--- config.mk ---
export PLATFORM = sky130hd
export DESIGN_NAME = dual_adc_block_average_filter_core
export DESIGN_NICKNAME = d
export VERILOG_FILES = /design/src/rtl/core/dabaf_pkg.sv /design/src/rtl/core/dabaf_lane.sv /design/src/rtl/core/dabaf_ofifo.sv /design/src/rtl/core/dual_adc_block_average_filter_core.sv
export SDC_FILE = /design/constraint.sdc
export NUM_CORES = 1
export LEC_CHECK = 0
export CAP_MARGIN = 20
export CORE_MARGIN = 10
export CORE_UTILIZATION = 66
export CTS_CLUSTER_DIAMETER = 200
export DETAILED_ROUTE_END_ITERATION = 8
export DONT_BUFFER_PORTS = 1
export GPL_TIMING_DRIVEN = 0
export PLACE_DENSITY = 0.8
export SLEW_MARGIN = 20
export SYNTH_ARGS = -nofsm -noshare
export SYNTH_HDL_FRONTEND = slang
export SYNTH_SLANG_ARGS = --single-unit
--- constraint.sdc ---
create_clock -name clk -period 6.6 [get_ports clk]
set_clock_uncertainty 0.15 [all_clocks]
set_input_delay 0.33 -clock clk [delete_from_list [all_inputs] [get_ports clk]]
set_output_delay 0.33 -clock clk [all_outputs]
set_load 0.03 [all_outputs]
--- src/rtl/core/dabaf_pkg.sv ---
// ============================================================================
// dabaf_pkg
// Shared types and constants of the dual-channel block average filter.
// ============================================================================
`default_nettype none

package dabaf_pkg;

  // parameter defaults
  localparam int BLOCK_LEN_DEF   = 16;
  localparam int HISTORY_LEN_DEF = 4;
  localparam int SAMPLE_BITS_DEF = 12;

  // scaling to degrees: value * 50 / 2081 (division by 41.62)
  localparam int SCALE_NUM   = 50;
  localparam int SCALE_NUM_W = 6;
  localparam int SCALE_DEN   = 2081;
  localparam int SCALE_DEN_W = 12;

  // result and calibration widths
  localparam int OUT_W       = 9;
  localparam int OUT_MAX     = 511;
  localparam int OFS_W       = 8;
  localparam int OUT_TDATA_W = 24;

  // output buffer depth, power of two
  localparam int OUT_DEPTH   = 8;

  // configuration register indexes
  localparam int CFG_IDX_W = 4;
  localparam logic [CFG_IDX_W-1:0] REG_OFFSET_CH0   = 4'd0;
  localparam logic [CFG_IDX_W-1:0] REG_SUBTRACT_CH0 = 4'd1;
  localparam logic [CFG_IDX_W-1:0] REG_OFFSET_CH1   = 4'd2;
  localparam logic [CFG_IDX_W-1:0] REG_SUBTRACT_CH1 = 4'd3;

  // per-beat control handed to each lane
  typedef struct packed {
    logic acc;   // a beat is taken this cycle
    logic last;  // that beat closes a block
  } lane_ctl_t;

  // calibration settings of one lane
  typedef struct packed {
    logic [OFS_W-1:0] offset;
    logic             subtract;
  } lane_cfg_t;

endpackage

`default_nettype wire

--- src/rtl/core/dabaf_lane.sv ---
// ============================================================================
// dabaf_lane
// One channel: block accumulator, exact constant-division pipeline,
// history ring, ring mean and offset correction.
// ============================================================================
`default_nettype none

module dabaf_lane
  import dabaf_pkg::*;
#(
  parameter int BLOCK_LEN   = BLOCK_LEN_DEF,
  parameter int HISTORY_LEN = HISTORY_LEN_DEF,
  parameter int SAMPLE_BITS = SAMPLE_BITS_DEF
) (
  input  wire logic                   clk,
  input  wire logic                   rst_n,
  input  wire lane_ctl_t              ctl,
  input  wire logic [SAMPLE_BITS-1:0] sample,
  input  wire lane_cfg_t              cfg,
  output logic                        res_valid,
  output logic [OUT_W-1:0]            res_temp
);

  // block sum and division by the block length
  localparam int SUM_W = SAMPLE_BITS + $clog2(BLOCK_LEN);
  localparam int K1    = SUM_W + $clog2(BLOCK_LEN);
  localparam int P1_W  = K1 + SAMPLE_BITS;
  localparam logic [63:0] M1 = (64'd1 << K1) / 64'(BLOCK_LEN) + 64'd1;

  // average times fifty and division by the scale denominator
  localparam int AV_W   = SAMPLE_BITS + SCALE_NUM_W;
  localparam int SC_MAX = ((2 ** SAMPLE_BITS - 1) * SCALE_NUM) / SCALE_DEN;
  localparam int SC_W   = $clog2(SC_MAX + 1);
  localparam int K2     = AV_W + SCALE_DEN_W;
  localparam int P2_W   = K2 + SC_W;
  localparam logic [63:0] M2 = (64'd1 << K2) / 64'(SCALE_DEN) + 64'd1;

  // ring total and division by the ring length
  localparam int TOT_W = SC_W + $clog2(HISTORY_LEN);
  localparam int K3    = TOT_W + $clog2(HISTORY_LEN);
  localparam int P3_W  = K3 + SC_W;
  localparam logic [63:0] M3 = (64'd1 << K3) / 64'(HISTORY_LEN) + 64'd1;

  localparam int SLOT_W = (HISTORY_LEN > 1) ? $clog2(HISTORY_LEN) : 1;
  localparam int MAX_AB = (SC_W > OFS_W) ? SC_W : OFS_W;
  localparam int RES_W  = ((MAX_AB > OUT_W) ? MAX_AB : OUT_W) + 1;

  logic [SUM_W-1:0]  sum_r;
  logic [SUM_W-1:0]  blk_r;
  logic [P1_W-1:0]   p1_r;
  logic [AV_W-1:0]   av50_r;
  logic [P2_W-1:0]   p2_r;
  logic [SC_W-1:0]   hist_r [HISTORY_LEN];
  logic [SLOT_W-1:0] slot_r;
  logic [TOT_W-1:0]  tot_r;
  logic [TOT_W-1:0]  tot_nxt;
  logic [P3_W-1:0]   p3_r;
  logic [OUT_W-1:0]  res_r;
  logic [OUT_W-1:0]  res_nxt;
  logic [8:1]        vld_r;
  logic [SUM_W-1:0]  sum_add;
  logic [SAMPLE_BITS-1:0] avg;
  logic [SC_W-1:0]   scaled;
  logic [SC_W-1:0]   mean;

  assign sum_add = sum_r + SUM_W'(sample);
  assign avg     = p1_r[K1 +: SAMPLE_BITS];
  assign scaled  = p2_r[K2 +: SC_W];
  assign mean    = p3_r[K3 +: SC_W];

  // stage valid chain, one bit per stage
  always_ff @(posedge clk) begin
    if (!rst_n) begin
      vld_r <= '0;
    end else begin
      vld_r <= {vld_r[7:1], ctl.acc & ctl.last};
    end
  end

  // running sum, restarts after the closing beat of a block
  always_ff @(posedge clk) begin
    if (!rst_n) begin
      sum_r <= '0;
    end else if (ctl.acc) begin
      sum_r <= ctl.last ? '0 : sum_add;
    end
  end

  // closing sum of the block
  always_ff @(posedge clk) begin
    if (ctl.acc && ctl.last) begin
      blk_r <= sum_add;
    end
  end

  // arithmetic pipeline, exact reciprocal multiplies
  always_ff @(posedge clk) begin
    p1_r   <= P1_W'(blk_r) * P1_W'(M1);
    av50_r <= AV_W'(avg) * AV_W'(SCALE_NUM);
    p2_r   <= P2_W'(av50_r) * P2_W'(M2);
    tot_r  <= tot_nxt;
    p3_r   <= P3_W'(tot_r) * P3_W'(M3);
    res_r  <= res_nxt;
  end

  // history ring, cleared at reset
  always_ff @(posedge clk) begin
    if (!rst_n) begin
      for (int i = 0; i < HISTORY_LEN; i++) begin
        hist_r[i] <= '0;
      end
      slot_r <= '0;
    end else if (vld_r[4]) begin
      hist_r[slot_r] <= scaled;
      slot_r <= (slot_r == SLOT_W'(HISTORY_LEN - 1)) ? '0 : slot_r + SLOT_W'(1);
    end
  end

  // ring total
  always_comb begin
    tot_nxt = '0;
    for (int i = 0; i < HISTORY_LEN; i++) begin
      tot_nxt = tot_nxt + TOT_W'(hist_r[i]);
    end
  end

  // offset correction, clamp at zero and saturate at the top
  always_comb begin
    logic [RES_W-1:0] mean_w;
    logic [RES_W-1:0] ofs_w;
    logic [RES_W-1:0] r;
    mean_w = RES_W'(mean);
    ofs_w  = RES_W'(cfg.offset);
    if (cfg.subtract) begin
      r = (mean_w >= ofs_w) ? mean_w - ofs_w : '0;
    end else begin
      r = mean_w + ofs_w;
    end
    if (r > RES_W'(OUT_MAX)) begin
      r = RES_W'(OUT_MAX);
    end
    res_nxt = r[OUT_W-1:0];
  end

  assign res_valid = vld_r[8];
  assign res_temp  = res_r;

endmodule

`default_nettype wire

--- src/rtl/core/dabaf_ofifo.sv ---
// ============================================================================
// dabaf_ofifo
// Merging stage: joins the two lane results into one beat and buffers it
// towards the result channel.
// ============================================================================
`default_nettype none

module dabaf_ofifo
  import dabaf_pkg::*;
(
  input  wire logic                   clk,
  input  wire logic                   rst_n,
  input  wire logic                   push0,
  input  wire logic                   push1,
  input  wire logic [OUT_W-1:0]       temp0,
  input  wire logic [OUT_W-1:0]       temp1,
  output logic                        out_tvalid,
  input  wire logic                   out_tready,
  output logic [OUT_TDATA_W-1:0]      out_tdata
);

  localparam int PTR_W = $clog2(OUT_DEPTH);
  localparam int CNT_W = $clog2(OUT_DEPTH + 1);

  logic [2*OUT_W-1:0] buf_r [OUT_DEPTH];
  logic [PTR_W-1:0]   wr_ptr_r;
  logic [PTR_W-1:0]   rd_ptr_r;
  logic [CNT_W-1:0]   cnt_r;
  logic               push;
  logic               pop;

  // both lanes finish a block in the same cycle
  assign push = push0 & push1;
  assign pop  = out_tvalid & out_tready;

  // entry store
  always_ff @(posedge clk) begin
    if (push) begin
      buf_r[wr_ptr_r] <= {temp1, temp0};
    end
  end

  // pointers and fill level
  always_ff @(posedge clk) begin
    if (!rst_n) begin
      wr_ptr_r <= '0;
      rd_ptr_r <= '0;
      cnt_r    <= '0;
    end else begin
      if (push) begin
        wr_ptr_r <= wr_ptr_r + PTR_W'(1);
      end
      if (pop) begin
        rd_ptr_r <= rd_ptr_r + PTR_W'(1);
      end
      cnt_r <= cnt_r + CNT_W'(push) - CNT_W'(pop);
    end
  end

  assign out_tvalid = (cnt_r != '0);
  assign out_tdata  = {(OUT_TDATA_W - 2*OUT_W)'(0), buf_r[rd_ptr_r]};

endmodule

`default_nettype wire

--- src/rtl/core/dual_adc_block_average_filter_core.sv ---
// ============================================================================
// dual_adc_block_average_filter_core
// Two-channel block average, scaling to degrees, history mean and offset.
// ============================================================================
//
//  channel  direction  beat contents (low bits first)
//  in_      slave      tdata: sample_ch0, sample_ch1, zero fill to bytes
//  out_     master     tdata: temp_ch0[8:0], temp_ch1[17:9], zero fill
//  cfg_     write      index 0..3: offset_ch0, subtract_ch0, offset_ch1,
//                      subtract_ch1
//
//  one input beat per cycle, but for the hold-off below; a result leaves through
//  the 8 lane stages and the output buffer after the beat that closes a block
//  synchronous reset clears sums, counters, history and settings at once
//  the output buffer holds 8 results; input is held off only for a beat
//  that closes a block while 8 results are still pending
// ============================================================================
`default_nettype none

module dual_adc_block_average_filter_core
  import dabaf_pkg::*;
#(
  parameter int BLOCK_LEN   = BLOCK_LEN_DEF,
  parameter int HISTORY_LEN = HISTORY_LEN_DEF,
  parameter int SAMPLE_BITS = SAMPLE_BITS_DEF,
  localparam int IN_W = ((2 * SAMPLE_BITS + 7) / 8) * 8
) (
  input  wire logic                   clk,
  input  wire logic                   rst_n,
  input  wire logic                   in_tvalid,
  output logic                        in_tready,
  input  wire logic [IN_W-1:0]        in_tdata,   // sample_ch0, sample_ch1
  output logic                        out_tvalid,
  input  wire logic                   out_tready,
  output logic [OUT_TDATA_W-1:0]      out_tdata,  // temp_ch0, temp_ch1
  input  wire logic                   cfg_we,
  input  wire logic [CFG_IDX_W-1:0]   cfg_index,
  input  wire logic [OFS_W-1:0]       cfg_wdata
);

  localparam int CNT_W  = $clog2(BLOCK_LEN);
  localparam int PEND_W = $clog2(OUT_DEPTH + 1);

  logic [CNT_W-1:0]  cnt_r;
  logic [PEND_W-1:0] pend_r;
  lane_cfg_t         cfg0_r;
  lane_cfg_t         cfg1_r;
  lane_ctl_t         ctl;
  logic              last;
  logic              in_acc;
  logic              out_acc;
  logic              v0;
  logic              v1;
  logic [OUT_W-1:0]  t0;
  logic [OUT_W-1:0]  t1;

  assign last      = (cnt_r == CNT_W'(BLOCK_LEN - 1));
  assign in_tready = !(last && (pend_r == PEND_W'(OUT_DEPTH)));
  assign in_acc    = in_tvalid & in_tready;
  assign out_acc   = out_tvalid & out_tready;
  assign ctl.acc   = in_acc;
  assign ctl.last  = last;

  // position within the block
  always_ff @(posedge clk) begin
    if (!rst_n) begin
      cnt_r <= '0;
    end else if (in_acc) begin
      cnt_r <= last ? '0 : cnt_r + CNT_W'(1);
    end
  end

  // results in flight or buffered
  always_ff @(posedge clk) begin
    if (!rst_n) begin
      pend_r <= '0;
    end else begin
      pend_r <= pend_r + PEND_W'(in_acc & last) - PEND_W'(out_acc);
    end
  end

  // calibration registers
  always_ff @(posedge clk) begin
    if (!rst_n) begin
      cfg0_r <= '0;
      cfg1_r <= '0;
    end else if (cfg_we) begin
      case (cfg_index)
        REG_OFFSET_CH0:   cfg0_r.offset   <= cfg_wdata;
        REG_SUBTRACT_CH0: cfg0_r.subtract <= cfg_wdata[0];
        REG_OFFSET_CH1:   cfg1_r.offset   <= cfg_wdata;
        REG_SUBTRACT_CH1: cfg1_r.subtract <= cfg_wdata[0];
        default: ;
      endcase
    end
  end

  // channel lanes
  dabaf_lane #(
    .BLOCK_LEN   (BLOCK_LEN),
    .HISTORY_LEN (HISTORY_LEN),
    .SAMPLE_BITS (SAMPLE_BITS)
  ) u_lane0 (
    .clk       (clk),
    .rst_n     (rst_n),
    .ctl       (ctl),
    .sample    (in_tdata[SAMPLE_BITS-1:0]),
    .cfg       (cfg0_r),
    .res_valid (v0),
    .res_temp  (t0)
  );

  dabaf_lane #(
    .BLOCK_LEN   (BLOCK_LEN),
    .HISTORY_LEN (HISTORY_LEN),
    .SAMPLE_BITS (SAMPLE_BITS)
  ) u_lane1 (
    .clk       (clk),
    .rst_n     (rst_n),
    .ctl       (ctl),
    .sample    (in_tdata[2*SAMPLE_BITS-1:SAMPLE_BITS]),
    .cfg       (cfg1_r),
    .res_valid (v1),
    .res_temp  (t1)
  );

  // merge and output buffer
  dabaf_ofifo u_ofifo (
    .clk        (clk),
    .rst_n      (rst_n),
    .push0      (v0),
    .push1      (v1),
    .temp0      (t0),
    .temp1      (t1),
    .out_tvalid (out_tvalid),
    .out_tready (out_tready),
    .out_tdata  (out_tdata)
  );

endmodule

`default_nettype wire
Word-level counts from Yosys, hierarchy flattened
Memories as Yosys holds them, arrays and structs flattened. A register that Yosys moved wholly into a read port is not among the register bits.
Cells that the tools add are included.

storage, ports and cells
  register bits after elaboration = 362
  RAM bits = 200
  input port bits = 41
  output and inout port bits = 26
  memories = 3

cells by class
  add/subtract/negate cells = 21
  multipliers = 8
  magnitude comparators = 4
  eq/ne operators = 7
  muxes and demuxes = 26
  bitwise gates (word level) = 5
  reduce and logical (&&, ||, !) cells = 11

memories
  memory          depth  width  read ports  clocked after Yosys merged registers in  write ports  line               text
  u_ofifo.buf_r   8      18     1           1                                        1            dabaf_ofifo.sv:25  logic [2*OUT_W-1:0] buf_r [OUT_DEPTH];
  u_lane0.hist_r  4      7      4           0                                        4            dabaf_lane.sv:53   logic [SC_W-1:0] hist_r [HISTORY_LEN];
  u_lane1.hist_r  4      7      4           0                                        4            dabaf_lane.sv:53

operators by type and width
  cell                      count
  $mul A17 B18 Y35 const B  2
  $mul A16 B17 Y32 const B  2
  $mux W10                  4
  $add A9 B7 Y9             4
  $mul A9 B10 Y18 const B   2
  $mul A12 B5 Y17 const B   2
  $add A16 B12 Y16          2
  $mux W16                  2
  $gt A10 B9 Y1 const B     2
  $add A7 B8 Y9             2
  $sub A7 B8 Y9             2
  $add A7 B7 Y8             2
  $ge A7 B8 Y1              2
  $mux W7                   2
  $reduce_or A7 Y1          2
  $mux W1                   11
  $add A4 B1 Y4             2
  $eq A4 B2 Y1 const B      2
  $eq A4 B4 Y1 const B      2
  $mux W2                   4
  $reduce_and A2 Y1         4
  $sub A4 B1 Y4             2
  $add A3 B1 Y3 const B     2
  $mux W3                   2
  10 further kinds          17

Logic depth before layout (Yosys ltp)
Gate-level depths: netlist of run 1.

  word-level depth = 7
  mapped depth = 20

Cells and area by module
Synthesis of run 1 repeated with hierarchy kept, for this count alone.

unflattened totals
  cell total of the unflattened synthesis = 2710
  area, all modules = 31186.2 um2

modules (own cells, without submodules)
  module                              times used  cells an instance  area an instance (um2)
  dabaf_lane at u_lane0               1           1159               11937.7
  dabaf_lane at u_lane1               1           1138               11800.1
  dabaf_ofifo                         1           289                6264.8
  dual_adc_block_average_filter_core  1           124                1183.6

Worst setup path after synthesis of run 1
No wires, ideal clock.

  path type = reg-to-reg
  start = register u_lane1.av50_r[15]
  end = register u_lane1.p2_r[36]
  library setup time = 0.122 ns
  data arrival time = 5.598 ns
  required time = 6.328 ns
  setup slack = 0.730 ns
  stages on the path, launching flop included = 18
  path buffers = 0
  clock period less this slack = 5.870 ns
  cells stage by stage = dfxtp_1 fa_1 inv_1 fa_1 inv_1 fa_1 fa_1 fa_1 inv_1 fa_1 inv_1 ha_1 a21oi_1 o41ai_2 or3_4 o41ai_4 mux2i_1 a221o_1

between the ends
  cells in the longest elaborated chain, start to end = 1

ends and longest elaborated chain
  element                   line               text
  start: declaration        dabaf_lane.sv:51   logic [AV_W-1:0] av50_r;
  start signal: assignment  dabaf_lane.sv:99   av50_r <= AV_W'(avg) * AV_W'(SCALE_NUM);
  $mul A17 B18 Y35          dabaf_lane.sv:100  p2_r <= P2_W'(av50_r) * P2_W'(M2);
  end signal: assignment    dabaf_lane.sv:100
  end: declaration          dabaf_lane.sv:52   logic [P2_W-1:0] p2_r;

Every way passes these cells.
A chain may end at the register's enable or synchronous reset.

Worst setup path in the final report of run 1
  start = register u_lane1.av50_r[12]
  end = register u_lane1.p2_r[36]

The elaborated chain is that of the path after synthesis.

==> Flow_metrics.wiki, run 1 <==
{| class="wikitable"
! Metric !! Value
|-
| Result of the run || finished, final reports clean
|-
| Worst hold slack || 51.9 ps
|-
| Last weighted congestion value of the routability-driven placer || 0.940
|-
| Power per Cell Area || 211 mW/mm²
|-
| Buffers and inverters on the worst path || 4
|-
| Switching power share of the total || 28.7%
|-
| Most used cell, CP || sky130_fd_sc_hd__fa_1
|-
| Number of vias after detailed routing || 19,300
|-
| Core Footprint || 0.0464 mm²
|-
| Area growth from synthesis to layout || 8.48%
|-
| Proportion of synthesized flip-flops having asynchronous set or reset || 0%
|-
| Routed length per instance || 18.2 µm
|-
| Number of global-route vias before repair || 21,100
|-
| Initial antenna violation count || 1
|-
| Class of the most critical hold timing path || input pin to flop
|-
| Element type at the critical path end || flop
|-
| CP startpoint kind || flop
|-
| Count of non-filler cells in the finished layout || 3,446
|-
| Die area || 0.0556 mm²
|-
| RSZ-0062 raised after global routing || no
|-
| Area taken by multi-input logic gates || 0.0177 mm²
|-
| Number of vias per cell after detailed routing || 5.60
|-
| Sequential Power Share || 45.6%
|-
| Max-slew violation count || 0
|-
| Floorplan die width || 236 µm
|-
| Proportion of synthesized chip area in sequential cells || 35.0%
|-
| EDFF count, synth || 224
|-
| DRC errors left || 0
|-
| Clock H-tree levels || 2
|-
| Detailed-routing iteration count for the pre-antenna-repair pass || 5
|-
| Initial detailed-routing violation count || 1,087
|-
| GR Util All Layers || 23.1%
|-
| Detailed placer's ending HPWL || 49.0 mm
|-
| Avg Inst Size Synth || 11.3 µm²
|-
| Max_slew headroom || 36.2%
|-
| Data required time at the worst endpoint || 6910 ps
|-
| Fraction of layout cells with a size suffix above 1 || 6.23%
|-
| Placed insts || 3,345
|-
| Comb power frac || 19.9%
|-
| Critical Path Fanout Max || 6
|-
| Leakage power total || 15.5 nW
|-
| Clock network latency to the later pin of the worst-skew pair || 580 ps
|-
| Worst Tran Pin Value || 956 ps
|-
| Die height || 236 µm
|-
| Critical path's slowest cell || sky130_fd_sc_hd__fa_1
|-
| TritonCTS clock tree || yes
|-
| Power share of the clock group || 34.5%
|-
| Max-Cap Viols || 0
|-
| Standard-cell row count || 79
|-
| Peak supply drop || 188 µV
|-
| Warnings, synthesis || 0
|-
| Post-Synthesis Cells || 2,725
|-
| Minimum period implied by the final worst setup slack || 6320 ps
|-
| Cell-by-cell trace of the critical path || inv_1 > fa_1 > inv_1 > fa_1 > inv_1 > fa_1 > fa_1 > inv_1 > fa_1 > ha_1 > ha_1 > nand4_4 > o41ai_2 > or3_4 > o41ai_4 > mux2i_1 > a221o_1
|-
| Wire length of the first global-routing pass || 105 mm
|-
| Number of clock buffers inserted by TritonCTS || 42
|-
| Overall power || 0.00704 W
|-
| Netlist cell types || 76
|-
| WS Path Type || flop to flop
|-
| Arrival time worst endpoint || 6630 ps
|-
| Library cell used as clock root buffer || sky130_fd_sc_hd__clkbuf_16
|-
| Worst path top cell family by delay || adder cells
|-
| Final clock period utilization by the worst path || 95.7%
|-
| Maximum number of pins on one net before global-route repair || 25
|-
| CP peak stage delay || 670 ps
|-
| Clock transition at the registers of the reported paths || 60 ps
|-
| Register bit count reported by yosys || 425
|-
| Internal power || 0.00502 W
|-
| Total length of routed wires || 62.6 mm
|-
| Count of buffers inserted at the top-level ports || 0
|-
| Starting Density || 66.3%
|-
| Endpoints failing hold || 0
|-
| Number of primary I/O pins || 67
|-
| Storage element area || 0.0108 mm²
|-
| Top achievable clock speed || 0.158 GHz
|-
| Flip-flop cell with the highest count after synthesis || sky130_fd_sc_hd__edfxtp_1
|-
| Overflow left after global routing || 0
|-
| Number of setup violations in the final report || 0
|-
| Netlist area before placement || 0.0308 mm²
|-
| Total of fill cells in the finished design || 3,159
|-
| Number of antenna diodes || 0
|-
| Buffer levels on the longest clock path || 3
|-
| DRT antenna net count || 0
|-
| Num Clock Sinks || 425
|-
| NumNets Final || 3,557
|-
| Util after Layout || 72.0%
|-
| Number of buffers inserted to repair setup after CTS || 0
|-
| Net switching power || 0.00202 W
|}
==> flip-flops by register name, indices dropped and copies added, names as in the netlist, 12 cells and up, named ones only <==
| name | flops |
|---|---|
| u_lane1.av50_r | 17 |
| u_lane0.av50_r | 17 |
| u_lane1.sum_r | 16 |
| u_lane0.sum_r | 16 |
| u_lane1.hist_r | 28 |
| u_ofifo.buf_r | 144 |
| u_lane0.p1_r | 12 |
| u_lane0.blk_r | 12 |
| u_lane0.hist_r | 28 |
| u_lane1.p1_r | 12 |
| u_lane1.blk_r | 12 |
==> power groups by stage <==
stage	sequential [W]	combinational (W)	clock (W)
floorplan	0.00320	0.00111	0
global route	0.00323	0.00155	0.00257
CTS	0.00320	0.00140	0.00246
global placement	0.00324	0.00131	0
finish	0.00321	0.00140	0.00243
detailed placement	0.00326	0.00136	0
==> cell usage after synthesis (all sizes together) (3+ instances only) <==
| cell type | n | area, µm² |
|---|---|---|
| a22o | 8 | 70.1 |
| nand3 | 43 | 215 |
| o21ai | 58 | 290 |
| or2 | 6 | 37.5 |
| ha | 437 | 5470 |
| xnor2 | 78 | 683 |
| inv | 582 | 2180 |
| a2111oi | 3 | 38.8 |
| nor3b | 4 | 30.0 |
| clkbuf | 30 | 113 |
| a31oi | 5 | 31.3 |
| mux2i | 18 | 180 |
| o21a | 19 | 143 |
| a41oi | 3 | 26.3 |
| a211o | 3 | 26.3 |
| xor2 | 41 | 359 |
| nor2 | 119 | 447 |
| or3 | 7 | 48.8 |
| a21boi | 3 | 22.5 |
| a21o | 32 | 240 |
| o211ai | 12 | 90.1 |
| a22oi | 16 | 120 |
| and2 | 59 | 369 |
| o41ai | 4 | 80.1 |
| mux4 | 36 | 811 |
| a21oi | 124 | 636 |
| and3 | 19 | 119 |
| mux2 | 18 | 203 |
| o21bai | 22 | 165 |
| nand2 | 67 | 251 |
| o22ai | 5 | 31.3 |
| edfxtp | 224 | 6730 |
| o221ai | 4 | 35.0 |
| fa | 274 | 5490 |
| o31ai | 9 | 72.6 |
| nand4 | 12 | 90.1 |
| nor3 | 26 | 135 |
| dfxtp | 201 | 4020 |
| nor2b | 16 | 100 |
| nand2b | 19 | 119 |
| a221o | 3 | 30.0 |
| buf | 20 | 110 |
| a211oi | 8 | 60.1 |
| nor4 | 6 | 37.5 |
==> final timing paths <==
path	from	to	slack [ps]	cells past startpoint
setup / recovery	u_lane1.av50_r[12]	u_lane1.p2_r[36]	280	17
hold / removal	cfg_index[1]	cfg1_r[2]	50	3
setup reg to reg	u_lane1.av50_r[12]	u_lane1.p2_r[36]	280	17
hold reg to reg	u_lane0.tot_r[5]	u_lane0.p3_r[14]	170	0
==> placed cells by master, fill, tap and decap left out, types with 9 or more instances in the layout <==
master / synthesis / routed
sky130_fd_sc_hd__a21o_1: 32 / 32
sky130_fd_sc_hd__a21oi_1: 122 / 121
sky130_fd_sc_hd__a22oi_1: 16 / 16
sky130_fd_sc_hd__and2_1: 59 / 59
sky130_fd_sc_hd__and3_1: 19 / 19
sky130_fd_sc_hd__buf_1: 9 / 9
sky130_fd_sc_hd__buf_4: 6 / 10
sky130_fd_sc_hd__clkbuf_1: 30 / 35
sky130_fd_sc_hd__clkbuf_16: 0 / 44
sky130_fd_sc_hd__clkinv_2: 0 / 9
sky130_fd_sc_hd__dfxtp_1: 201 / 200
sky130_fd_sc_hd__dlygate4sd3_1: 0 / 23
sky130_fd_sc_hd__edfxtp_1: 224 / 224
sky130_fd_sc_hd__fa_1: 274 / 271
sky130_fd_sc_hd__ha_1: 437 / 437
sky130_fd_sc_hd__inv_1: 582 / 582
sky130_fd_sc_hd__mux2_2: 18 / 18
sky130_fd_sc_hd__mux2i_1: 18 / 18
sky130_fd_sc_hd__mux4_2: 36 / 36
sky130_fd_sc_hd__nand2_1: 67 / 67
sky130_fd_sc_hd__nand2b_1: 19 / 19
sky130_fd_sc_hd__nand3_1: 43 / 43
sky130_fd_sc_hd__nand4_1: 11 / 11
sky130_fd_sc_hd__nor2_1: 119 / 113
sky130_fd_sc_hd__nor2b_1: 16 / 16
sky130_fd_sc_hd__nor3_1: 25 / 23
sky130_fd_sc_hd__o211ai_1: 12 / 12
sky130_fd_sc_hd__o21a_1: 19 / 19
sky130_fd_sc_hd__o21ai_0: 55 / 55
sky130_fd_sc_hd__o21bai_1: 22 / 22
sky130_fd_sc_hd__xnor2_1: 78 / 78
sky130_fd_sc_hd__xor2_1: 41 / 41
==> per-stage QoR <==
stage | area, µm² | setup slack, ps | setup TNS, ps
after floorplan | 30800 | 730 | 0
after global placement | 31500 | -64.8 | -64.8
after detailed placement | 31700 | -198 | -286
after CTS | 33300 | 40.5 | 0
after global routing | 33400 | 46.2 | 0
final | 33400 | 284 | 0
==> worst register-to-register path: stages, from the launching register on <==
cell                      delay [ps]
sky130_fd_sc_hd__dfxtp_1         510
sky130_fd_sc_hd__inv_1           120
sky130_fd_sc_hd__fa_1            670
sky130_fd_sc_hd__inv_1           190
sky130_fd_sc_hd__fa_1            600
sky130_fd_sc_hd__inv_1            90
sky130_fd_sc_hd__fa_1            520
sky130_fd_sc_hd__fa_1            540
sky130_fd_sc_hd__inv_1            50
sky130_fd_sc_hd__fa_1            480
sky130_fd_sc_hd__ha_1            310
sky130_fd_sc_hd__ha_1            410
sky130_fd_sc_hd__nand4_4         170
sky130_fd_sc_hd__o41ai_2         100
sky130_fd_sc_hd__or3_4           410
sky130_fd_sc_hd__o41ai_4         480
sky130_fd_sc_hd__mux2i_1         150
sky130_fd_sc_hd__a221o_1         270
==> routing by layer <==
| layer | vias up | wire [µm] | share of wire, % | global-route usage, % |
|---|---|---|---|---|
| li1 | 9189 | - | - | - |
| met1 | 9547 | 25100 | 40 | 27.0 |
| met2 | 431 | 33400 | 53 | 43.4 |
| met3 | 117 | 2310 | 3.7 | 2.39 |
| met4 | 2 | 1790 | 2.9 | 7.32 |
| met5 | - | 8 | 0.013 | 0 |
==> cell families after synthesis <==
family / count (synthesis) / share of synthesized area (%)
other: 1 / 0.0122
DFF: 425 / 35.0
buffers and inverters: 632 / 7.83
adders and majority gates: 711 / 35.6
xor gates and xnor gates: 119 / 3.39
muxes: 72 / 3.88
and+or+nand+nor: 409 / 6.68
AOI/OAI and AO/OA: 356 / 7.65
==> cell type report <==
| type | count | share of cell area, % |
|---|---|---|
| flip-flops and latches | 425 | 32.2 |
| inverters | 582 | 6.55 |
| repair buffers | 31 | 0.960 |
| clock inverters | 21 | 0.645 |
| clock buffers | 57 | 3.69 |
| well taps | 607 | 2.28 |
| multi-input cells | 1673 | 53.0 |
| plain buffers | 50 | 0.668 |
==> timing repair <==
action | 4_1_cts | 5_1_grt
hold buffers | 23 | 0
hold endpoints to repair | 29 | 0
gates resized for setup | 1 | 6
setup endpoints to repair | 4 | 4
Note: power is estimated with default switching activity, not from simulation.
==> run 2, diff against run 1 <==
--- a/config.mk
+++ b/config.mk
@@ -16,4 +16,5 @@
 export SLEW_MARGIN = 20
 export SYNTH_ARGS = -nofsm -noshare
 export SYNTH_HDL_FRONTEND = slang
+export SYNTH_HIERARCHICAL = 1
 export SYNTH_SLANG_ARGS = --single-unit
==> run 2 against run 1 <==
Against the previous run: area after synthesis rose by 1.4%; fmax increased by 1.4%; critical path depth up 2; non-clock buffer count shrank 1; final cell count fell by 0.15%; clock power grew 5%; highest routed layer is now met4.
==> Flow_metrics.wiki, run 2 <==
{| class="wikitable"
! Metric !! Value
|-
| Initial detailed-routing violation count || 1,089 (+0.18%)
|-
| Adder and majority cell fraction of the synthesized area || 35.2% (-0.40 points)
|-
| Standard-cell row count || 79 (unchanged)
|-
| Registers with the highest flip-flop counts || u_ofifo/buf_r x144, u_lane0/hist_r x28, u_lane1/hist_r x28
|-
| Data required time at the worst endpoint || 6910 ps (about the same)
|-
| Critical register-to-register path startpoint || u_lane1/av50_r[14]
|-
| Buffer levels on the longest clock path || 3 (unchanged)
|-
| Count of non-filler cells in the finished layout || 3,441 (-0.15%)
|-
| Number of flip-flops under the largest register name || 144 (unchanged)
|-
| Avg Inst Size Synth || 11.5 µm² (+2.0%)
|-
| Number of clock buffers inserted by TritonCTS || 45 (+7.1%)
|-
| Number of global-route vias before repair || 20,500 (-3.2%)
|-
| R2r setup slk || 370 ps (+90 ps)
|-
| Synthesized-area fraction occupied by and/or/nand/nor cells || 7.66% (+0.99 points)
|-
| Element type at the critical path end || flop
|-
| Last weighted congestion value of the routability-driven placer || 0.934 (-0.62%)
|-
| Leakage power total || 15.4 nW (-0.51%)
|-
| Most repeated cell in the gate-level netlist after synthesis || sky130_fd_sc_hd__inv_1
|-
| Starting Density || 66.8% (+0.50 points)
|-
| R2R cell count || 19 (+2)
|-
| Minimum period implied by the final worst setup slack || 6230 ps (-88.7 ps)
|-
| Initial antenna violation count || 0 (-1)
|-
| Critical Path Fanout Max || 5 (-1)
|-
| Total cell area at the placement stage || 0.0321 mm² (+1.5%)
|-
| Cell accounting for the most synthesized area || sky130_fd_sc_hd__edfxtp_1
|-
| Endpoint of the lowest-slack register-to-register path || u_lane1/p2_r[36]
|-
| Total length of routed wires || 62.8 mm (+0.27%)
|-
| Worst Tran Pin Value || 1120 ps (+166 ps)
|-
| Number of setup violations in the final report || 0 (unchanged)
|-
| Clock H-tree levels || 2 (unchanged)
|-
| CP startpoint kind || flop
|-
| Max-slew violation count || 0 (unchanged)
|-
| Largest family of logic cells by synthesized area || adder cells
|-
| Flip-flop cell with the highest count after synthesis || sky130_fd_sc_hd__edfxtp_1
|-
| Area fraction in compound gates after synthesis || 7.50% (-0.15 points)
|-
| Count of buffers inserted at the top-level ports || 0 (unchanged)
|-
| Detailed placer's ending HPWL || 49.6 mm (+1.1%)
|-
| Final clock period utilization by the worst path || 94.4% (-1.3 points)
|-
| Num Clock Sinks || 433 (+1.9%)
|-
| Floorplan die width || 237 µm (+0.64%)
|-
| WS Path Type || flop to flop
|-
| TritonCTS clock tree || yes
|-
| XOR/XNOR share of the synthesized area || 2.67% (-0.72 points)
|-
| Fraction of layout cells with a size suffix above 1 || 5.68% (-0.55 points)
|-
| Endpoints failing hold || 0 (unchanged)
|-
| Library cell used as clock root buffer || sky130_fd_sc_hd__clkbuf_16
|-
| GR Util All Layers || 22.7% (-0.38 points)
|-
| Maximum number of pins on one net before global-route repair || 18 (-28%)
|-
| Number of primary I/O pins || 67 (unchanged)
|-
| Placed insts || 3,336 (-0.27%)
|-
| Power per Cell Area || 208 mW/mm² (-1.4%)
|-
| Number of vias per cell after detailed routing || 5.64 (+0.73%)
|-
| Total negative setup slack || 0 ps (unchanged)
|-
| Die height || 237 µm (+0.64%)
|-
| Hold Path Origin || out_tready
|-
| Proportion of synthesized flip-flops having asynchronous set or reset || 0% (unchanged)
|-
| Arrival time worst endpoint || 6540 ps (-90 ps)
|-
| Post-route cell area || 0.0339 mm² (+1.5%)
|-
| Wire length of the first global-routing pass || 104 mm (-1.7%)
|-
| EDFF count, synth || 224 (unchanged)
|-
| Netlist cell types || 86 (+13%)
|-
| DRT antenna net count || 0 (unchanged)
|-
| Endpoint of the worst hold-timing path || u_ofifo/cnt_r[1]
|-
| Post-synth top area share || 21.6% (-0.30 points)
|-
| DRC errors left || 0 (unchanged)
|-
| Synth cell count leaders || sky130_fd_sc_hd__inv_1, sky130_fd_sc_hd__ha_1, sky130_fd_sc_hd__fa_1, sky130_fd_sc_hd__edfxtp_1, sky130_fd_sc_hd__dfxtp_1
|-
| Hold Path Depth || 3 (unchanged)
|-
| Most frequent standard cell in the layout excluding fill and tap cells || sky130_fd_sc_hd__inv_1
|-
| Clock network latency to the later pin of the worst-skew pair || 600 ps (+20 ps)
|-
| Post-synthesis mux area share || 4.71% (+0.83 points)
|-
| Peak supply drop || 232 µV (+23%)
|-
| Register with the highest flop count || u_ofifo/buf_r
|-
| Number of vias after detailed routing || 19,400 (+0.58%)
|-
| Top achievable clock speed || 0.161 GHz (+1.4%)
|-
| Result of the run || finished, final reports clean
|-
| Util after Layout || 72.6% (+0.59 points)
|-
| Cell types occupying the most area after synthesis || sky130_fd_sc_hd__edfxtp_1, sky130_fd_sc_hd__fa_1, sky130_fd_sc_hd__ha_1
|-
| Detailed-routing iteration count for the pre-antenna-repair pass || 5 (unchanged)
|-
| Warnings, synthesis || 6 (+6)
|-
| NumNets Final || 3,543 (-0.39%)
|-
| Die area || 0.0563 mm² (+1.3%)
|-
| Register bit count reported by yosys || 433 (+1.9%)
|-
| Overflow left after global routing || 0 (unchanged)
|-
| Most frequent cells in the layout || sky130_fd_sc_hd__inv_1, sky130_fd_sc_hd__ha_1, sky130_fd_sc_hd__fa_1
|-
| Overall power || 0.00704 W (about the same)
|-
| Max-Cap Viols || 0 (unchanged)
|-
| Max_slew headroom || 25.0% (-11 points)
|-
| Number of buffers inserted to repair setup after CTS || 0 (unchanged)
|-
| RSZ-0062 raised after global routing || no
|-
| Routed length per instance || 18.2 µm (+0.41%)
|-
| Area growth from synthesis to layout || 8.56% (about the same)
|-
| Class of the most critical hold timing path || input pin to flop
|-
| Core Footprint || 0.0467 mm² (+0.64%)
|-
| Proportion of synthesized chip area in sequential cells || 35.0% (about the same)
|-
| Netlist area before placement || 0.0312 mm² (+1.4%)
|-
| Clock transition at the registers of the reported paths || 60 ps (about the same)
|-
| Post-Synthesis Cells || 2,710 (-0.55%)
|}
-- run 2: cell type report --
cell class / count / area [µm²]
Timing Repair Buffer: 34 / 334
Tap cell: 607 / 759
Fill cell: 3173 / 12800
Clock buffer: 52 / 1170
Clock inverter: 32 / 345
Multi-Input combinational cell: 1698 / 18100
Buffer: 46 / 243
Sequential cell: 433 / 10900
Antenna cell: 1 / 2.50
Inverter: 538 / 2020
-- run 2: kinds of logic after synthesis --
kind of cell               count (synthesis)
buffers and inverters                    584
and+or+nand+nor                          456
muxes                                     86
DFF                                      433
xor gates and xnor gates                  95
AOI/OAI and AO/OA                        349
adders and majority gates                706
other                                      1
-- run 2: repair_timing --
action | 4_1_cts | 5_1_grt
hold buffers | 20 | 0
hold endpoints to repair | 37 | 0
endpoints found under the setup margin | 0 | 1
gates resized for setup | 0 | 1
-- run 2: how the worst max path moves through the flow --
stage / start / to / slack [ps] / depth (start not counted)
after global routing: u_lane1/av50_r[12] / u_lane1/p2_r[36] / 80 / 19
final: u_lane1/av50_r[14] / u_lane1/p2_r[36] / 370 / 19
after global placement: u_lane0/av50_r[15] / u_lane0/p2_r[36] / 270 / 18
after detailed placement: u_lane0/av50_r[15] / u_lane0/p2_r[36] / 250 / 18
after CTS: u_lane0/av50_r[15] / u_lane0/p2_r[36] / 240 / 18
after floorplan: u_lane0/av50_r[15] / u_lane0/p2_r[32] / 730 / 18
-- run 2: worst max-delay path, stage by stage (launching register included) --
cell and delay, ps:
sky130_fd_sc_hd__dfxtp_1 520, sky130_fd_sc_hd__inv_1 160, sky130_fd_sc_hd__fa_1 490, sky130_fd_sc_hd__inv_1 300
sky130_fd_sc_hd__ha_1 320, sky130_fd_sc_hd__a21o_1 210, sky130_fd_sc_hd__fa_1 560, sky130_fd_sc_hd__fa_1 440
sky130_fd_sc_hd__fa_1 550, sky130_fd_sc_hd__inv_1 60, sky130_fd_sc_hd__fa_1 520, sky130_fd_sc_hd__inv_1 40
sky130_fd_sc_hd__ha_1 310, sky130_fd_sc_hd__and4_1 220, sky130_fd_sc_hd__o211ai_1 120, sky130_fd_sc_hd__nor4_1 270
sky130_fd_sc_hd__a211oi_2 170, sky130_fd_sc_hd__a21oi_2 270, sky130_fd_sc_hd__nor4_1 100, sky130_fd_sc_hd__a311o_1 330
-- run 2: through the flow --
step                      worst slack, ps  hold WS [ps]
after global placement                266           161
after CTS                             242          2.53
after detailed placement              247           163
after global routing                 75.3          32.5
after floorplan                       734           160
final                                 373          26.8
-- run 2: routing by layer --
layer	GRT usage [%]	wire length, µm	up-vias
met2	40.1	31700	415
met5	0	0	-
met4	6.12	1390	0
met3	3.58	2750	91
met1	28.6	26900	9588
li1	-	-	9304
-- run 2: report_power, final --
group / internal (W) / switching, W / leakage, nW
clock: 0.00146 / 0.00110 / 0.741
combinational: 0.000507 / 0.000735 / 10.9
sequential: 0.00309 / 0.000151 / 3.77
